--- config.mk ---
export PLATFORM = sky130hd
export DESIGN_NAME = png_chunk_walker
export DESIGN_NICKNAME = d
export VERILOG_FILES = /design/src/pcw_pkg.sv /design/src/pcw_in_stage.sv /design/src/pcw_walker.sv /design/src/pcw_out_stage.sv /design/src/png_chunk_walker.sv
export SDC_FILE = /design/constraint.sdc
export NUM_CORES = 1
export LEC_CHECK = 0
export BUFFER_PORTS_ARGS = -buffer_cell sky130_fd_sc_hd__clkbuf_2
export CORE_AREA = 2 2 303 155
export DETAILED_ROUTE_END_ITERATION = 8
export DIE_AREA = 0 0 305 157
export PLACE_DENSITY_LB_ADDON = 0.15
export SLEW_MARGIN = 20
export SYNTH_ARGS = -nofsm -noshare
export SYNTH_HDL_FRONTEND = slang
export SYNTH_SLANG_ARGS = --single-unit
--- constraint.sdc ---
create_clock -name aclk -period 8 [get_ports aclk]
set_input_delay 0.8 -clock aclk [delete_from_list [all_inputs] [get_ports aclk]]
set_output_delay 0.8 -clock aclk [all_outputs]
set_load 0.03 [all_outputs]
--- src/pcw_pkg.sv ---
// Package for the PNG chunk walker: payload word types, walker phases,
// event codes and the PNG signature and chunk type constants.
// No dependencies.
package pcw_pkg;

    // Input word: one byte of the file, or the end-of-stream mark
    typedef struct packed {
        logic [7:0] data_byte;
        logic       stream_end;
    } in_item_t;

    // Result word
    typedef struct packed {
        logic [2:0]  event_kind;
        logic [31:0] chunk_offset;
        logic [31:0] chunk_length;
        logic [31:0] chunk_crc;
    } out_item_t;

    // Walker result towards the output register
    typedef struct packed {
        logic      valid;
        out_item_t item;
    } pcw_result_t;

    typedef enum logic [3:0] {
        PH_SIG       = 4'd0,
        PH_IHDR_LEN  = 4'd1,
        PH_IHDR_TYPE = 4'd2,
        PH_IHDR_DATA = 4'd3,
        PH_IHDR_CRC  = 4'd4,
        PH_CH_LEN    = 4'd5,
        PH_CH_TYPE   = 4'd6,
        PH_CH_DATA   = 4'd7,
        PH_CH_CRC    = 4'd8,
        PH_IDAT_DATA = 4'd9,
        PH_IDAT_CRC  = 4'd10,
        PH_IDLE      = 4'd11
    } phase_t;

    typedef enum logic [2:0] {
        EV_SIG_OK    = 3'd0,
        EV_SIG_BAD   = 3'd1,
        EV_IHDR_OK   = 3'd2,
        EV_IHDR_MISS = 3'd3,
        EV_IDAT      = 3'd4,
        EV_IEND_OK   = 3'd5,
        EV_NO_IDAT   = 3'd6,
        EV_NO_IEND   = 3'd7
    } event_t;

    localparam logic [31:0] TYPE_IHDR = 32'h4948_4452;
    localparam logic [31:0] TYPE_IDAT = 32'h4944_4154;
    localparam logic [31:0] TYPE_IEND = 32'h4945_4E44;
    localparam logic [31:0] POS_MAX   = 32'hFFFF_FFFF;

    // Expected signature byte at each place
    function automatic logic [7:0] sig_byte(input logic [2:0] idx);
        logic [7:0] b;
        case (idx)
            3'd0:    b = 8'h89;
            3'd1:    b = 8'h50;
            3'd2:    b = 8'h4E;
            3'd3:    b = 8'h47;
            3'd4:    b = 8'h0D;
            3'd5:    b = 8'h0A;
            3'd6:    b = 8'h1A;
            3'd7:    b = 8'h0A;
            default: b = 8'h00;
        endcase
        return b;
    endfunction

endpackage

--- src/pcw_in_stage.sv ---
// Input register of the PNG chunk walker: holds one word until the walker
// steps on it. Depends on pcw_pkg.
module pcw_in_stage (
    input  logic             aclk,
    input  logic             aresetn,
    input  logic             s_valid,
    output logic             s_ready,
    input  pcw_pkg::in_item_t s_data,
    input  logic             out_free,
    output logic             step,
    output pcw_pkg::in_item_t item
);
    import pcw_pkg::*;

    logic     in_valid_reg;
    logic     in_valid_next;
    in_item_t item_reg;

    // Step whenever a word is held and the output register can take a result
    assign step    = in_valid_reg && out_free;
    assign s_ready = !in_valid_reg || step;
    assign item    = item_reg;

    always_comb begin
        in_valid_next = in_valid_reg;
        if (s_valid && s_ready) begin
            in_valid_next = 1'b1;
        end else if (step) begin
            in_valid_next = 1'b0;
        end
    end

    // Hold the valid flag
    always_ff @(posedge aclk) begin
        if (!aresetn) begin
            in_valid_reg <= 1'b0;
        end else begin
            in_valid_reg <= in_valid_next;
        end
    end

    // Capture the payload on acceptance
    always_ff @(posedge aclk) begin
        if (s_valid && s_ready) begin
            item_reg <= s_data;
        end
    end

endmodule

--- src/pcw_walker.sv ---
// Chunk walker state machine: signature check, IHDR check and the chunk
// walk, one byte per step. Depends on pcw_pkg.
module pcw_walker (
    input  logic                aclk,
    input  logic                aresetn,
    input  logic                step,
    input  pcw_pkg::in_item_t   item,
    output pcw_pkg::pcw_result_t result
);
    import pcw_pkg::*;

    phase_t      phase_reg,  phase_next;
    logic [2:0]  bif_reg,    bif_next;
    logic [31:0] pos_reg,    pos_next;
    logic [31:0] len_reg,    len_next;
    logic [31:0] type_reg,   type_next;
    logic [31:0] skip_reg,   skip_next;
    logic [31:0] crc_reg,    crc_next;
    logic [31:0] start_reg,  start_next;
    logic        seen_reg,   seen_next;

    logic [7:0]  b;
    logic [31:0] len_shifted;
    logic [31:0] type_shifted;
    logic [31:0] crc_shifted;
    logic        last4;

    assign b            = item.data_byte;
    assign len_shifted  = {len_reg[23:0], b};
    assign type_shifted = {type_reg[23:0], b};
    assign crc_shifted  = {crc_reg[23:0], b};
    assign last4        = (bif_reg == 3'd3);

    // Next state and result for one byte
    always_comb begin
        phase_next = phase_reg;
        bif_next   = bif_reg;
        pos_next   = pos_reg;
        len_next   = len_reg;
        type_next  = type_reg;
        skip_next  = skip_reg;
        crc_next   = crc_reg;
        start_next = start_reg;
        seen_next  = seen_reg;
        result     = '0;

        if (phase_reg != PH_IDLE) begin
            if (item.stream_end) begin
                // End of file: report where it fell and stop
                phase_next   = PH_IDLE;
                result.valid = 1'b1;
                if (phase_reg == PH_SIG) begin
                    result.item.event_kind = EV_SIG_BAD;
                end else if (phase_reg == PH_IHDR_LEN || phase_reg == PH_IHDR_TYPE) begin
                    result.item.event_kind = EV_IHDR_MISS;
                end else begin
                    result.item.event_kind = seen_reg ? EV_NO_IEND : EV_NO_IDAT;
                end
            end else begin
                if (pos_reg != POS_MAX) begin
                    pos_next = pos_reg + 32'd1;
                end
                case (phase_reg)
                    PH_SIG: begin
                        if (b != sig_byte(bif_reg)) begin
                            len_next = 32'd1;
                        end
                        bif_next = bif_reg + 3'd1;
                        if (bif_reg == 3'd7) begin
                            len_next     = '0;
                            result.valid = 1'b1;
                            if (len_reg != 32'd0 || b != sig_byte(bif_reg)) begin
                                phase_next             = PH_IDLE;
                                result.item.event_kind = EV_SIG_BAD;
                            end else begin
                                phase_next             = PH_IHDR_LEN;
                                result.item.event_kind = EV_SIG_OK;
                            end
                        end
                    end
                    PH_IHDR_LEN, PH_CH_LEN: begin
                        if (bif_reg == 3'd0) begin
                            start_next = pos_reg;
                        end
                        len_next = len_shifted;
                        bif_next = bif_reg + 3'd1;
                        if (last4) begin
                            bif_next   = '0;
                            type_next  = '0;
                            phase_next = (phase_reg == PH_IHDR_LEN) ? PH_IHDR_TYPE
                                                                    : PH_CH_TYPE;
                        end
                    end
                    PH_IHDR_TYPE: begin
                        type_next = type_shifted;
                        bif_next  = bif_reg + 3'd1;
                        if (last4) begin
                            result.valid = 1'b1;
                            if (type_shifted != TYPE_IHDR) begin
                                phase_next             = PH_IDLE;
                                result.item.event_kind = EV_IHDR_MISS;
                            end else begin
                                skip_next              = len_reg;
                                bif_next               = '0;
                                phase_next             = (len_reg != 32'd0) ? PH_IHDR_DATA
                                                                            : PH_IHDR_CRC;
                                result.item.event_kind = EV_IHDR_OK;
                            end
                        end
                    end
                    PH_CH_TYPE: begin
                        type_next = type_shifted;
                        bif_next  = bif_reg + 3'd1;
                        if (last4) begin
                            skip_next = len_reg;
                            bif_next  = '0;
                            if (type_shifted == TYPE_IDAT) begin
                                crc_next   = '0;
                                phase_next = (len_reg != 32'd0) ? PH_IDAT_DATA : PH_IDAT_CRC;
                            end else if (type_shifted == TYPE_IEND) begin
                                phase_next             = PH_IDLE;
                                result.valid           = 1'b1;
                                result.item.event_kind = seen_reg ? EV_IEND_OK : EV_NO_IDAT;
                            end else begin
                                phase_next = (len_reg != 32'd0) ? PH_CH_DATA : PH_CH_CRC;
                            end
                        end
                    end
                    PH_IHDR_DATA, PH_CH_DATA, PH_IDAT_DATA: begin
                        skip_next = skip_reg - 32'd1;
                        if (skip_reg == 32'd1) begin
                            bif_next = '0;
                            case (phase_reg)
                                PH_IHDR_DATA: phase_next = PH_IHDR_CRC;
                                PH_CH_DATA:   phase_next = PH_CH_CRC;
                                default:      phase_next = PH_IDAT_CRC;
                            endcase
                        end
                    end
                    PH_IHDR_CRC, PH_CH_CRC: begin
                        bif_next = bif_reg + 3'd1;
                        if (last4) begin
                            bif_next   = '0;
                            len_next   = '0;
                            phase_next = PH_CH_LEN;
                        end
                    end
                    PH_IDAT_CRC: begin
                        crc_next = crc_shifted;
                        bif_next = bif_reg + 3'd1;
                        if (last4) begin
                            bif_next                 = '0;
                            len_next                 = '0;
                            seen_next                = 1'b1;
                            phase_next               = PH_CH_LEN;
                            result.valid             = 1'b1;
                            result.item.event_kind   = EV_IDAT;
                            result.item.chunk_offset = start_reg;
                            result.item.chunk_length = len_reg;
                            result.item.chunk_crc    = crc_shifted;
                        end
                    end
                    default: begin
                        phase_next = PH_IDLE;
                    end
                endcase
            end
        end
    end

    // Advance the walker state on each step
    always_ff @(posedge aclk) begin
        if (!aresetn) begin
            phase_reg <= PH_SIG;
            bif_reg   <= '0;
            pos_reg   <= '0;
            len_reg   <= '0;
            type_reg  <= '0;
            skip_reg  <= '0;
            crc_reg   <= '0;
            start_reg <= '0;
            seen_reg  <= 1'b0;
        end else if (step) begin
            phase_reg <= phase_next;
            bif_reg   <= bif_next;
            pos_reg   <= pos_next;
            len_reg   <= len_next;
            type_reg  <= type_next;
            skip_reg  <= skip_next;
            crc_reg   <= crc_next;
            start_reg <= start_next;
            seen_reg  <= seen_next;
        end
    end

endmodule

--- src/pcw_out_stage.sv ---
// Output register of the PNG chunk walker: holds one result word until
// the consumer takes it. Depends on pcw_pkg.
module pcw_out_stage (
    input  logic                 aclk,
    input  logic                 aresetn,
    input  logic                 step,
    input  pcw_pkg::pcw_result_t result,
    output logic                 out_free,
    output logic                 m_valid,
    input  logic                 m_ready,
    output pcw_pkg::out_item_t   m_data
);
    import pcw_pkg::*;

    logic      out_valid_reg;
    logic      out_valid_next;
    out_item_t out_item_reg;

    assign out_free = !out_valid_reg || m_ready;
    assign m_valid  = out_valid_reg;
    assign m_data   = out_item_reg;

    always_comb begin
        out_valid_next = out_valid_reg;
        if (step) begin
            out_valid_next = result.valid;
        end else if (m_ready) begin
            out_valid_next = 1'b0;
        end
    end

    // Hold the valid flag
    always_ff @(posedge aclk) begin
        if (!aresetn) begin
            out_valid_reg <= 1'b0;
        end else begin
            out_valid_reg <= out_valid_next;
        end
    end

    // Load a new result word
    always_ff @(posedge aclk) begin
        if (step && result.valid) begin
            out_item_reg <= result.item;
        end
    end

endmodule

--- src/png_chunk_walker.sv ---
// PNG chunk walker, top level. Takes one file byte per cycle, unless the
// output register is stalled, and reports signature, IHDR, IDAT and end-of-walk events.
// Result path: the result word is loaded into the output register when the walker
// steps on its byte in the input register, which waits while a result is not taken.
// Throughput: one byte per cycle while the output register is free to take a result.
// Reset: synchronous, active-low aresetn; back to the signature phase.
module png_chunk_walker (
    input  logic               aclk,
    input  logic               aresetn,
    input  logic               s_valid,
    output logic               s_ready,
    input  pcw_pkg::in_item_t  s_data,
    output logic               m_valid,
    input  logic               m_ready,
    output pcw_pkg::out_item_t m_data
);
    import pcw_pkg::*;

    logic        step;
    logic        out_free;
    in_item_t    item;
    pcw_result_t result;

    pcw_in_stage u_in (
        .aclk     (aclk),
        .aresetn  (aresetn),
        .s_valid  (s_valid),
        .s_ready  (s_ready),
        .s_data   (s_data),
        .out_free (out_free),
        .step     (step),
        .item     (item)
    );

    pcw_walker u_walker (
        .aclk    (aclk),
        .aresetn (aresetn),
        .step    (step),
        .item    (item),
        .result  (result)
    );

    pcw_out_stage u_out (
        .aclk     (aclk),
        .aresetn  (aresetn),
        .step     (step),
        .result   (result),
        .out_free (out_free),
        .m_valid  (m_valid),
        .m_ready  (m_ready),
        .m_data   (m_data)
    );

endmodule

==> reports/summary.txt, run 1 <==
pin count of the biggest net entering global routing -> 98
core area -> 0.0449 mm^2
library cells used by synthesis -> 83
Main synth FF type -> dfxtp_1
post-layout util -> 34.6%
layout filler cell count -> 4623
global-route wire length before repair -> 57800 um
max reg flops -> 99
Cell Pwr Density -> 204 mW/mm^2
Mapped Cells -> 1447
Max Transition Viols Final -> 0
Area Growth Syn to Fin -> 15.4%
worst ir drop on vdd -> 0.000147 V
CP arrival -> 3.90 ns
total area of sequential cells -> 0.00711 mm^2
number of global-route vias before repair -> 10356
htree depth -> 1
FF-to-FF Start -> u_walker.phase_reg[1]
Post-CTS Setup Bufs -> 0
setup ws final -> 4.30 ns
DRT iter0 DRCs -> 793
DRT Wirelength -> 36400 um
# rows -> 55
Async SR Flop Fraction -> 0%
Multi-input gate area -> 0.00594 mm^2
CP startpoint kind -> flip-flop
CTS clk-pin slew, worst paths -> 0.06 ns
syn avg cell area -> 9.32 um^2
CP Launch Point -> u_walker.phase_reg[1]
IO Port Bufs -> 113
GR Util All Layers -> 14.9%
worst clock skew -> 0.0156 ns
Setup Crit Path Kind -> flip-flop to flip-flop
worst-path maximum fanout -> 66
antenna viol nets, final -> 0
Residual DRC -> 0
Finished Cell Area -> 0.0156 mm^2
Syn Nets -> 1472
endpoints failing setup -> 0
io pins -> 114
fin cells -> 2137
setup TNS -> 0 ns
fraction of layout cells with a size suffix above 1 -> 14.0%
clock root cell -> clkbuf_16
Max-Cap Viols -> 0
FF+latch count, synth -> 301
TritonCTS Buffers -> 30
Min-Delay Path Class -> input port to flip-flop
post-CTS sizing -> 0
placed cell areas -> 0.0146 mm^2
# nets final -> 1540
number of vias per cell -> 5.13
CTS sink count -> 301
Clk Latency, worst-skew pair -> 0.58 ns
Vias -> 10967
period utilization -> 46.2%
P_leak -> 5.35 nW
most common cell after layout, fill and taps aside -> nand2_1
worst relative slew slack -> 28.3%
drt wl/cell -> 17.0 um
Req. time, crit path -> 8.20 ns
antenna cells -> 0
initial antenna violation count -> 0
most frequent cells in the layout -> nand2_1 (215), dfxtp_1 (193), a21oi_1 (157)
Die Area -> 0.0479 mm^2
Die W -> 305 um
hold path start -> s_data[0]
slew of the pin with the lowest slew margin -> 1.08 ns
Netlist Area Pre-Place -> 0.0135 mm^2
Final min period -> 3.70 ns
Clock Path Buffers -> 3
DRT Pass-1 Iters -> 5
Post-synth EDFFs -> 108
fmax -> 0.270 GHz
DP HPWL -> 23500 um
Fin. Hold Viols -> 0
Die Y -> 157 um
total gr overflow -> 0
unrepaired setup endpoints after global routing -> no
DP Worst Slack -> 4.28 ns
Hold Buf Count CTS -> 0
Yosys Warn Count -> 0
TritonCTS clock tree -> built
status -> finished, final reports clean
sequential area share after synthesis -> 52.7%
Post-Place Cells -> 2081
gpl congestion -> 0.835
CP Capture Type -> flip-flop
initial core utilization -> 30.0%
-- final cells by class --
type / instances / area share [%]
Multi-Input combinational cell: 1028 / 38.2
Inverter: 24 / 0.595
Clock buffer: 44 / 5.63
Sequential cell: 301 / 45.6
Clock inverter: 12 / 0.579
Timing Repair Buffer: 130 / 4.58
Tap cell: 598 / 4.81
-- report_power, final --
part / switching [mW] / total (mW) / internal, mW
registers: 0.0210 / 1.62 / 1.60
logic: 0.118 / 0.162 / 0.0442
clock network: 0.608 / 1.40 / 0.789
-- path summary, 6_finish.rpt --
path	end	slack, ns	cells after the start
max	u_out.m_data[62]	4.30	7
min	u_in.item[0]	0.41	1
max reg2reg	u_out.m_data[62]	4.30	7
min reg2reg	u_walker.start_reg[12]	0.45	2
-- logic make-up after synthesis --
| family | synth area share, % |
|---|---|
| compound gates | 15.1 |
| flops | 52.7 |
| mux | 0.677 |
| buf+inv | 3.54 |
| fa+ha+maj | 1.11 |
| simple gates | 25.8 |
| xor+xnor | 1.04 |
-- metrics by stage --
stage,hold WS (ns),power (mW)
final,0.407,3.18
after global routing,0.389,3.30
after CTS,0.380,3.23
after detailed placement,0.442,1.82
after global placement,0.443,1.81
after floorplan,0.431,1.76
-- cells in the mapped netlist (6+ instances only) --
| library cell | count | area, um^2 |
|---|---|---|
| a21oi_1 | 158 | 791 |
| o21a_1 | 9 | 67.6 |
| xnor2_1 | 13 | 114 |
| nand4_1 | 42 | 263 |
| edfxtp_1 | 108 | 3240 |
| buf_2 | 21 | 105 |
| o21ai_1 | 8 | 40.0 |
| a211oi_1 | 7 | 52.6 |
| or3_1 | 16 | 100 |
| nor4_1 | 25 | 156 |
| ha_1 | 12 | 150 |
| o31ai_1 | 7 | 52.6 |
| o211ai_1 | 6 | 45.0 |
| nand3b_1 | 6 | 45.0 |
| a31oi_1 | 11 | 68.8 |
| nand3_1 | 82 | 410 |
| dfxtp_1 | 193 | 3860 |
| nand2_1 | 215 | 807 |
| nor2_1 | 65 | 244 |
| clkbuf_1 | 65 | 244 |
| o21ai_0 | 78 | 390 |
| nand2b_1 | 12 | 75.1 |
| nor3_1 | 15 | 75.1 |
| and4_1 | 10 | 87.6 |
| mux2i_1 | 8 | 80.1 |
| buf_1 | 6 | 22.5 |
| inv_1 | 22 | 82.6 |
| nor2b_1 | 9 | 56.3 |
| and2_1 | 104 | 651 |
-- routing by layer --
metal	GRT usage (%)	up-vias	routed length (um)
met1	19.9	5324	17000
met5	0	-	0
met4	3.96	0	852
met2	24.8	249	16900
li1	-	5339	-
met3	2.59	55	1670
-- critical path, stage by stage (launching register included) --
cell and delay (ns):
dfxtp_1 0.69, nor3b_2 0.26, buf_4 0.33, nand3_1 0.16, nor4_1 0.34, nand2b_1 0.20
a21oi_4 0.49, buf_4 0.75
Note: power is estimated with default switching activity, not from simulation.
==> inputs of run 2 (changes only) <==
--- a/config.mk
+++ b/config.mk
@@ -5,10 +5,11 @@
 export SDC_FILE = /design/constraint.sdc
 export NUM_CORES = 1
 export LEC_CHECK = 0
+export ABC_AREA = 1
 export BUFFER_PORTS_ARGS = -buffer_cell sky130_fd_sc_hd__clkbuf_2
-export CORE_AREA = 2 2 303 155
+export CORE_AREA = 2 2 308 158
 export DETAILED_ROUTE_END_ITERATION = 8
-export DIE_AREA = 0 0 305 157
+export DIE_AREA = 0 0 310 160
 export PLACE_DENSITY_LB_ADDON = 0.15
 export SLEW_MARGIN = 20
 export SYNTH_ARGS = -nofsm -noshare
==> constraint.sdc (replaced) <==
create_clock -name aclk -period 3.3 [get_ports aclk]
set_input_delay 0.33 -clock aclk [delete_from_list [all_inputs] [get_ports aclk]]
set_output_delay 0.33 -clock aclk [all_outputs]
set_load 0.03 [all_outputs]
==> run 2 against run 1 <==
Area after synthesis rose by 3.1%; global-route usage rose by 1.8 points; total power grew to 2.8 times the previous value; clock power increased to 2.8 times the previous value; sequential cell count did not move; via count increased by 9.6%; highest routed layer unchanged; non-clock buffer count up 15; utilization shrank 0.12 points; final area increased by 5.0%; largest cell class unchanged.
==> reports/summary.txt, run 2 <==
initial core utilization -> 29.4%
CP Cell Sequence -> inv_2 -> nor2_4 -> inv_2 -> nor2_4 -> buf_4 -> nor2_1 -> nor2_1 -> nand2_2 -> inv_2 -> nand3_1 -> a21oi_1
DRT iter0 DRCs -> 1189
core area -> 0.0474 mm^2
max reg flops -> 99
Synth area leaders -> dfxtp_1 (28%), edfxtp_1 (23%), nand2_1 (8.6%)
period utilization -> 82.5%
Main synth FF type -> dfxtp_1
Die Area -> 0.0496 mm^2
Worst Hold Path EP -> u_out.m_valid
Min-Delay Path Class -> input port to flip-flop
htree depth -> 1
reg-to-reg endpoint -> u_walker.crc_reg[5]
Area Growth Syn to Fin -> 17.6%
crit-path max cell delay -> 0.50 ns
most frequent cells in the layout -> nand2_1 (319), nor2_1 (314), inv_1 (202)
CP Capture Type -> flip-flop
clock root cell -> clkbuf_16
fraction of layout cells with a size suffix above 1 -> 11.7%
TritonCTS Buffers -> 31
reg2reg path depth -> 11
GR Util All Layers -> 16.7%
number of global-route vias before repair -> 11115
number of vias per cell -> 4.70
CTS clk-pin slew, worst paths -> 0.07 ns
hold path start -> m_ready
Clock Path Buffers -> 3
IO Port Bufs -> 113
Residual DRC -> 0
Post-Place Cells -> 2493
Setup Crit Path Kind -> flip-flop to flip-flop
WP buf/inv -> 4
antenna viol nets, final -> 0
Die Y -> 160 um
unrepaired setup endpoints after global routing -> no
gpl congestion -> 0.947
library cells used by synthesis -> 39
Req. time, crit path -> 3.83 ns
worst hold stages -> 4
status -> finished, final reports clean
DRT Wirelength -> 41700 um
Yosys Warn Count -> 0
# nets final -> 1912
Yosys top cell by area -> dfxtp_1
top-count cell post-synth -> nand2_1
Vias -> 12024
Max-Cap Viols -> 0
io pins -> 114
FF+latch count, synth -> 301
CP startpoint kind -> flip-flop
worst-path maximum fanout -> 25
Max Transition Viols Final -> 0
endpoints failing setup -> 0
worst relative slew slack -> 51.1%
fmax -> 0.367 GHz
CP max stage cell -> dfxtp_1
area fraction of the dominant cell type after synthesis -> 27.8%
slew of the pin with the lowest slew margin -> 0.732 ns
P_leak -> 6.12 nW
initial antenna violation count -> 0
reg2reg setup slack -> 0.58 ns
worst clock skew -> 0.0220 ns
Post-synth top cells -> nand2_1 (319), nor2_1 (314), inv_1 (204)
CTS sink count -> 301
# rows -> 57
Clk Latency, worst-skew pair -> 0.60 ns
worst ir drop on vdd -> 0.000400 V
total gr overflow -> 0
Fin. Hold Viols -> 0
fin cells -> 2561
Async SR Flop Fraction -> 0%
global-route wire length before repair -> 65300 um
antenna cells -> 0
Die W -> 310 um
DP HPWL -> 29400 um
Final min period -> 2.72 ns
sequential area share after synthesis -> 51.1%
DRT Pass-1 Iters -> 5
Crit. path cell count -> 11
FF-to-FF Start -> u_walker.phase_reg[3]
TritonCTS clock tree -> built
CP dominant cell by count -> inv_2
Syn Nets -> 1812
Mapped Cells -> 1787
crit-path leading delay family -> simple AND/OR/NAND/NOR gates
syn avg cell area -> 7.78 um^2
CP arrival -> 3.25 ns
pin count of the biggest net entering global routing -> 86
setup TNS -> 0 ns
Post-synth EDFFs -> 108
most common cell after layout, fill and taps aside -> nand2_1
Cell Pwr Density -> 540 mW/mm^2
Netlist Area Pre-Place -> 0.0139 mm^2
drt wl/cell -> 16.3 um
Post-CTS Setup Bufs -> 0
## run 2: logic make-up after synthesis
kind of cell / after synthesis / synth area share (%)
simple gates: 794 / 23.6
compound gates: 348 / 13.1
flops: 301 / 51.1
buf+inv: 293 / 8.66
xor+xnor: 39 / 2.46
fa+ha+maj: 12 / 1.08
## run 2: power breakdown
group / switching, mW / internal, mW / total, mW
registers: 0.0645 / 3.94 / 4.00
clock network: 1.60 / 2.36 / 3.96
logic: 0.620 / 0.239 / 0.859
## run 2: per-layer routing
layer | part of all wire (%) | wire, um | GRT usage, % | vias up
met3 | 7.4 | 3090 | 3.72 | 49
met4 | 1.8 | 742 | 3.23 | 0
li1 | - | - | - | 5994
met1 | 55 | 22800 | 28.3 | 5632
met2 | 36 | 15100 | 20.4 | 349
met5 | 0 | 0 | 0 | -
## run 2: through the flow
stage	worst slack, ns	total power [mW]	util (%)	hold WS (ns)	instance area, um^2
after CTS	0.568	8.93	34.5	0.0703	16300
after floorplan	0.256	4.65	-	0.429	13900
after detailed placement	0.575	4.93	31.9	0.449	15100
after global routing	0.298	9.19	34.5	0.0910	16300
final	0.578	8.83	34.5	0.0893	16300
after global placement	0.618	4.93	31.9	0.443	15100
## run 2: layout make-up
class                           instances  area [um^2]
Inverter                              215          812
Sequential cell                       301         7110
Fill cell                            5044        31000
Clock inverter                         17          260
Multi-Input combinational cell       1193         5590
Tap cell                              649          812
Clock buffer                           41          883
Timing Repair Buffer                  145          881
## run 2: what timing repair did
action                    in CTS  in global routing
hold endpoints to repair      10                  0
resized for setup              0                  0
hold buffers                  10                  0
## run 2: worst register-to-register path: stages (launching register included)
cell     delay [ns]
dfxtp_1        0.50
inv_2          0.11
nor2_4         0.14
inv_2          0.07
nor2_4         0.13
buf_4          0.31
nor2_1         0.07
nor2_1         0.13
nand2_2        0.33
inv_2          0.50
nand3_1        0.19
a21oi_1        0.17
## run 2: worst max-delay path by stage
stage,start,end,slack [ns]
2_1_floorplan,u_walker.bif_reg[0],u_out.m_data[0],0.26
3_3_place_gp,u_walker.phase_reg[3],u_walker.crc_reg[5],0.62
3_5_place_dp,u_walker.phase_reg[3],u_walker.crc_reg[5],0.58
4_1_cts,u_walker.phase_reg[3],u_walker.crc_reg[5],0.57
5_1_grt,u_walker.phase_reg[3],u_walker.crc_reg[5],0.30
6_report,u_walker.phase_reg[3],u_walker.crc_reg[5],0.58
==> inputs of run 3 (changes only) <==
==> constraint.sdc (replaced) <==
create_clock -name aclk -period 2.3 [get_ports aclk]
set_input_delay 0.23 -clock aclk [delete_from_list [all_inputs] [get_ports aclk]]
set_output_delay 0.23 -clock aclk [all_outputs]
set_load 0.03 [all_outputs]
==> run 3 against run 2 <==
Sequential power increased by 44%; hold slack improved by 0.28 ns; routed wire length increased by 3.8%; critical path type unchanged; largest cell class unchanged; clock skew decreased by 0.012 ns; count of clock-buffer cells in the layout increased by 2.
==> reports/summary.txt, run 3 (synthesis results as in run 2) <==
status -> finished, final reports clean
worst-path maximum fanout -> 5
CTS sink count -> 301
CP Capture Type -> flip-flop
max reg flops -> 99
antenna cells -> 0
Clock Path Buffers -> 3
antenna viol nets, final -> 0
gpl congestion -> 0.937
worst relative slew slack -> 63.7%
# rows -> 57
IO Port Bufs -> 113
CP arrival -> 2.69 ns
Area Growth Syn to Fin -> 22.1%
Min-Delay Path Class -> input port to flip-flop
DRT Pass-1 Iters -> 5
Req. time, crit path -> 2.82 ns
GR Util All Layers -> 17.1%
Max Transition Viols Final -> 0
DRT iter0 DRCs -> 997
Vias -> 12279
drt wl/cell -> 16.4 um
Die W -> 310 um
CP startpoint kind -> flip-flop
DP HPWL -> 31200 um
number of global-route vias before repair -> 11293
slew of the pin with the lowest slew margin -> 0.544 ns
Max-Cap Viols -> 0
initial core utilization -> 29.4%
Design Power -> 11.8 mW
Setup Crit Path Kind -> flip-flop to flip-flop
fmax -> 0.461 GHz
pin count of the biggest net entering global routing -> 65
Die Area -> 0.0496 mm^2
P_leak -> 6.44 nW
initial antenna violation count -> 1
core area -> 0.0474 mm^2
global-route wire length before repair -> 66200 um
TritonCTS clock tree -> built
htree depth -> 1
Residual DRC -> 0
number of vias per cell -> 4.65
total gr overflow -> 0
TritonCTS Buffers -> 30
CTS clk-pin slew, worst paths -> 0.07 ns
final hold slack -> 0.365 ns
most common cell after layout, fill and taps aside -> nand2_1
endpoints failing setup -> 0
clock root cell -> clkbuf_16
# nets final -> 1995
Fin. Hold Viols -> 0
DRT Wirelength -> 43300 um
Final min period -> 2.17 ns
fraction of layout cells with a size suffix above 1 -> 16.3%
io pins -> 114
Die Y -> 160 um
worst ir drop on vdd -> 0.000556 V
most frequent cells in the layout -> nand2_1 (314), nor2_1 (302), inv_1 (199)
period utilization -> 94.3%
worst clock skew -> 0.0104 ns
Cell Pwr Density -> 697 mW/mm^2
reg2reg setup slack -> 0.13 ns
Clk Latency, worst-skew pair -> 0.58 ns
==> run 3: repair_timing <==
action	4_1_cts	5_1_grt
endpoints found under the hold margin	12	0
gates resized for setup	0	26
buffers inserted	2	4
hold buffers	13	0
gates cloned	0	2
setup endpoints to repair	44	153
==> run 3: path summary, 6_finish.rpt <==
path,startpoint,to,cells past startpoint
setup / recovery,u_walker.phase_reg[1],flip-flop,14
hold / removal,s_data[0],u_in.item[0],2
setup reg to reg,u_walker.phase_reg[1],flip-flop,14
hold reg to reg,u_walker.start_reg[5],u_walker.start_reg[5],2
==> run 3: cell type report <==
type,count,area [um^2]
Clock buffer,43,833
Tap cell,649,812
Fill cell,5069,30400
Inverter,215,815
Clock inverter,13,81.3
Sequential cell,301,7110
Multi-Input combinational cell,1193,5700
Timing Repair Buffer,229,1620
==> run 3: report_power, final <==
group,switching (mW),internal [mW]
Sequential,0.0901,5.65
Clock,2.18,2.52
Combinational,0.935,0.450
==> run 3: metrics by stage <==
stage               instance area (um^2)  TNS [ns]  cells  setup WS [ns]  utilization [%]
floorplan                          14000    -53.99   1787         -0.545                -
global placement                   15800     -1.27   2566        -0.0358             33.3
detailed placement                 15800    -0.546   2566        -0.0190             33.3
CTS                                16800         0   2637         0.0165             35.5
global route                       17000  -0.00686   2643       -0.00686             35.8
finish                             17000         0   2643          0.130             35.8
==> run 3: worst max-delay path, cell delays in order, from the launching register on <==
cell and delay, ns:
dfxtp_1 0.40, inv_2 0.06, nand2_1 0.08, nor2_1 0.11, a21oi_1 0.31, nand2_1 0.14
nand2_1 0.09, inv_1 0.04, nand3_1 0.12, nand2_1 0.09, buf_4 0.15, a21oi_2 0.15
ha_1 0.19, nand3_1 0.08, nand2_1 0.09
==> run 3: per-layer routing <==
metal,GRT usage [%],part of all wire [%]
met3,3.04,6.2
met1,29.3,56
met4,2.79,1.4
met2,21.2,36
met5,0,0
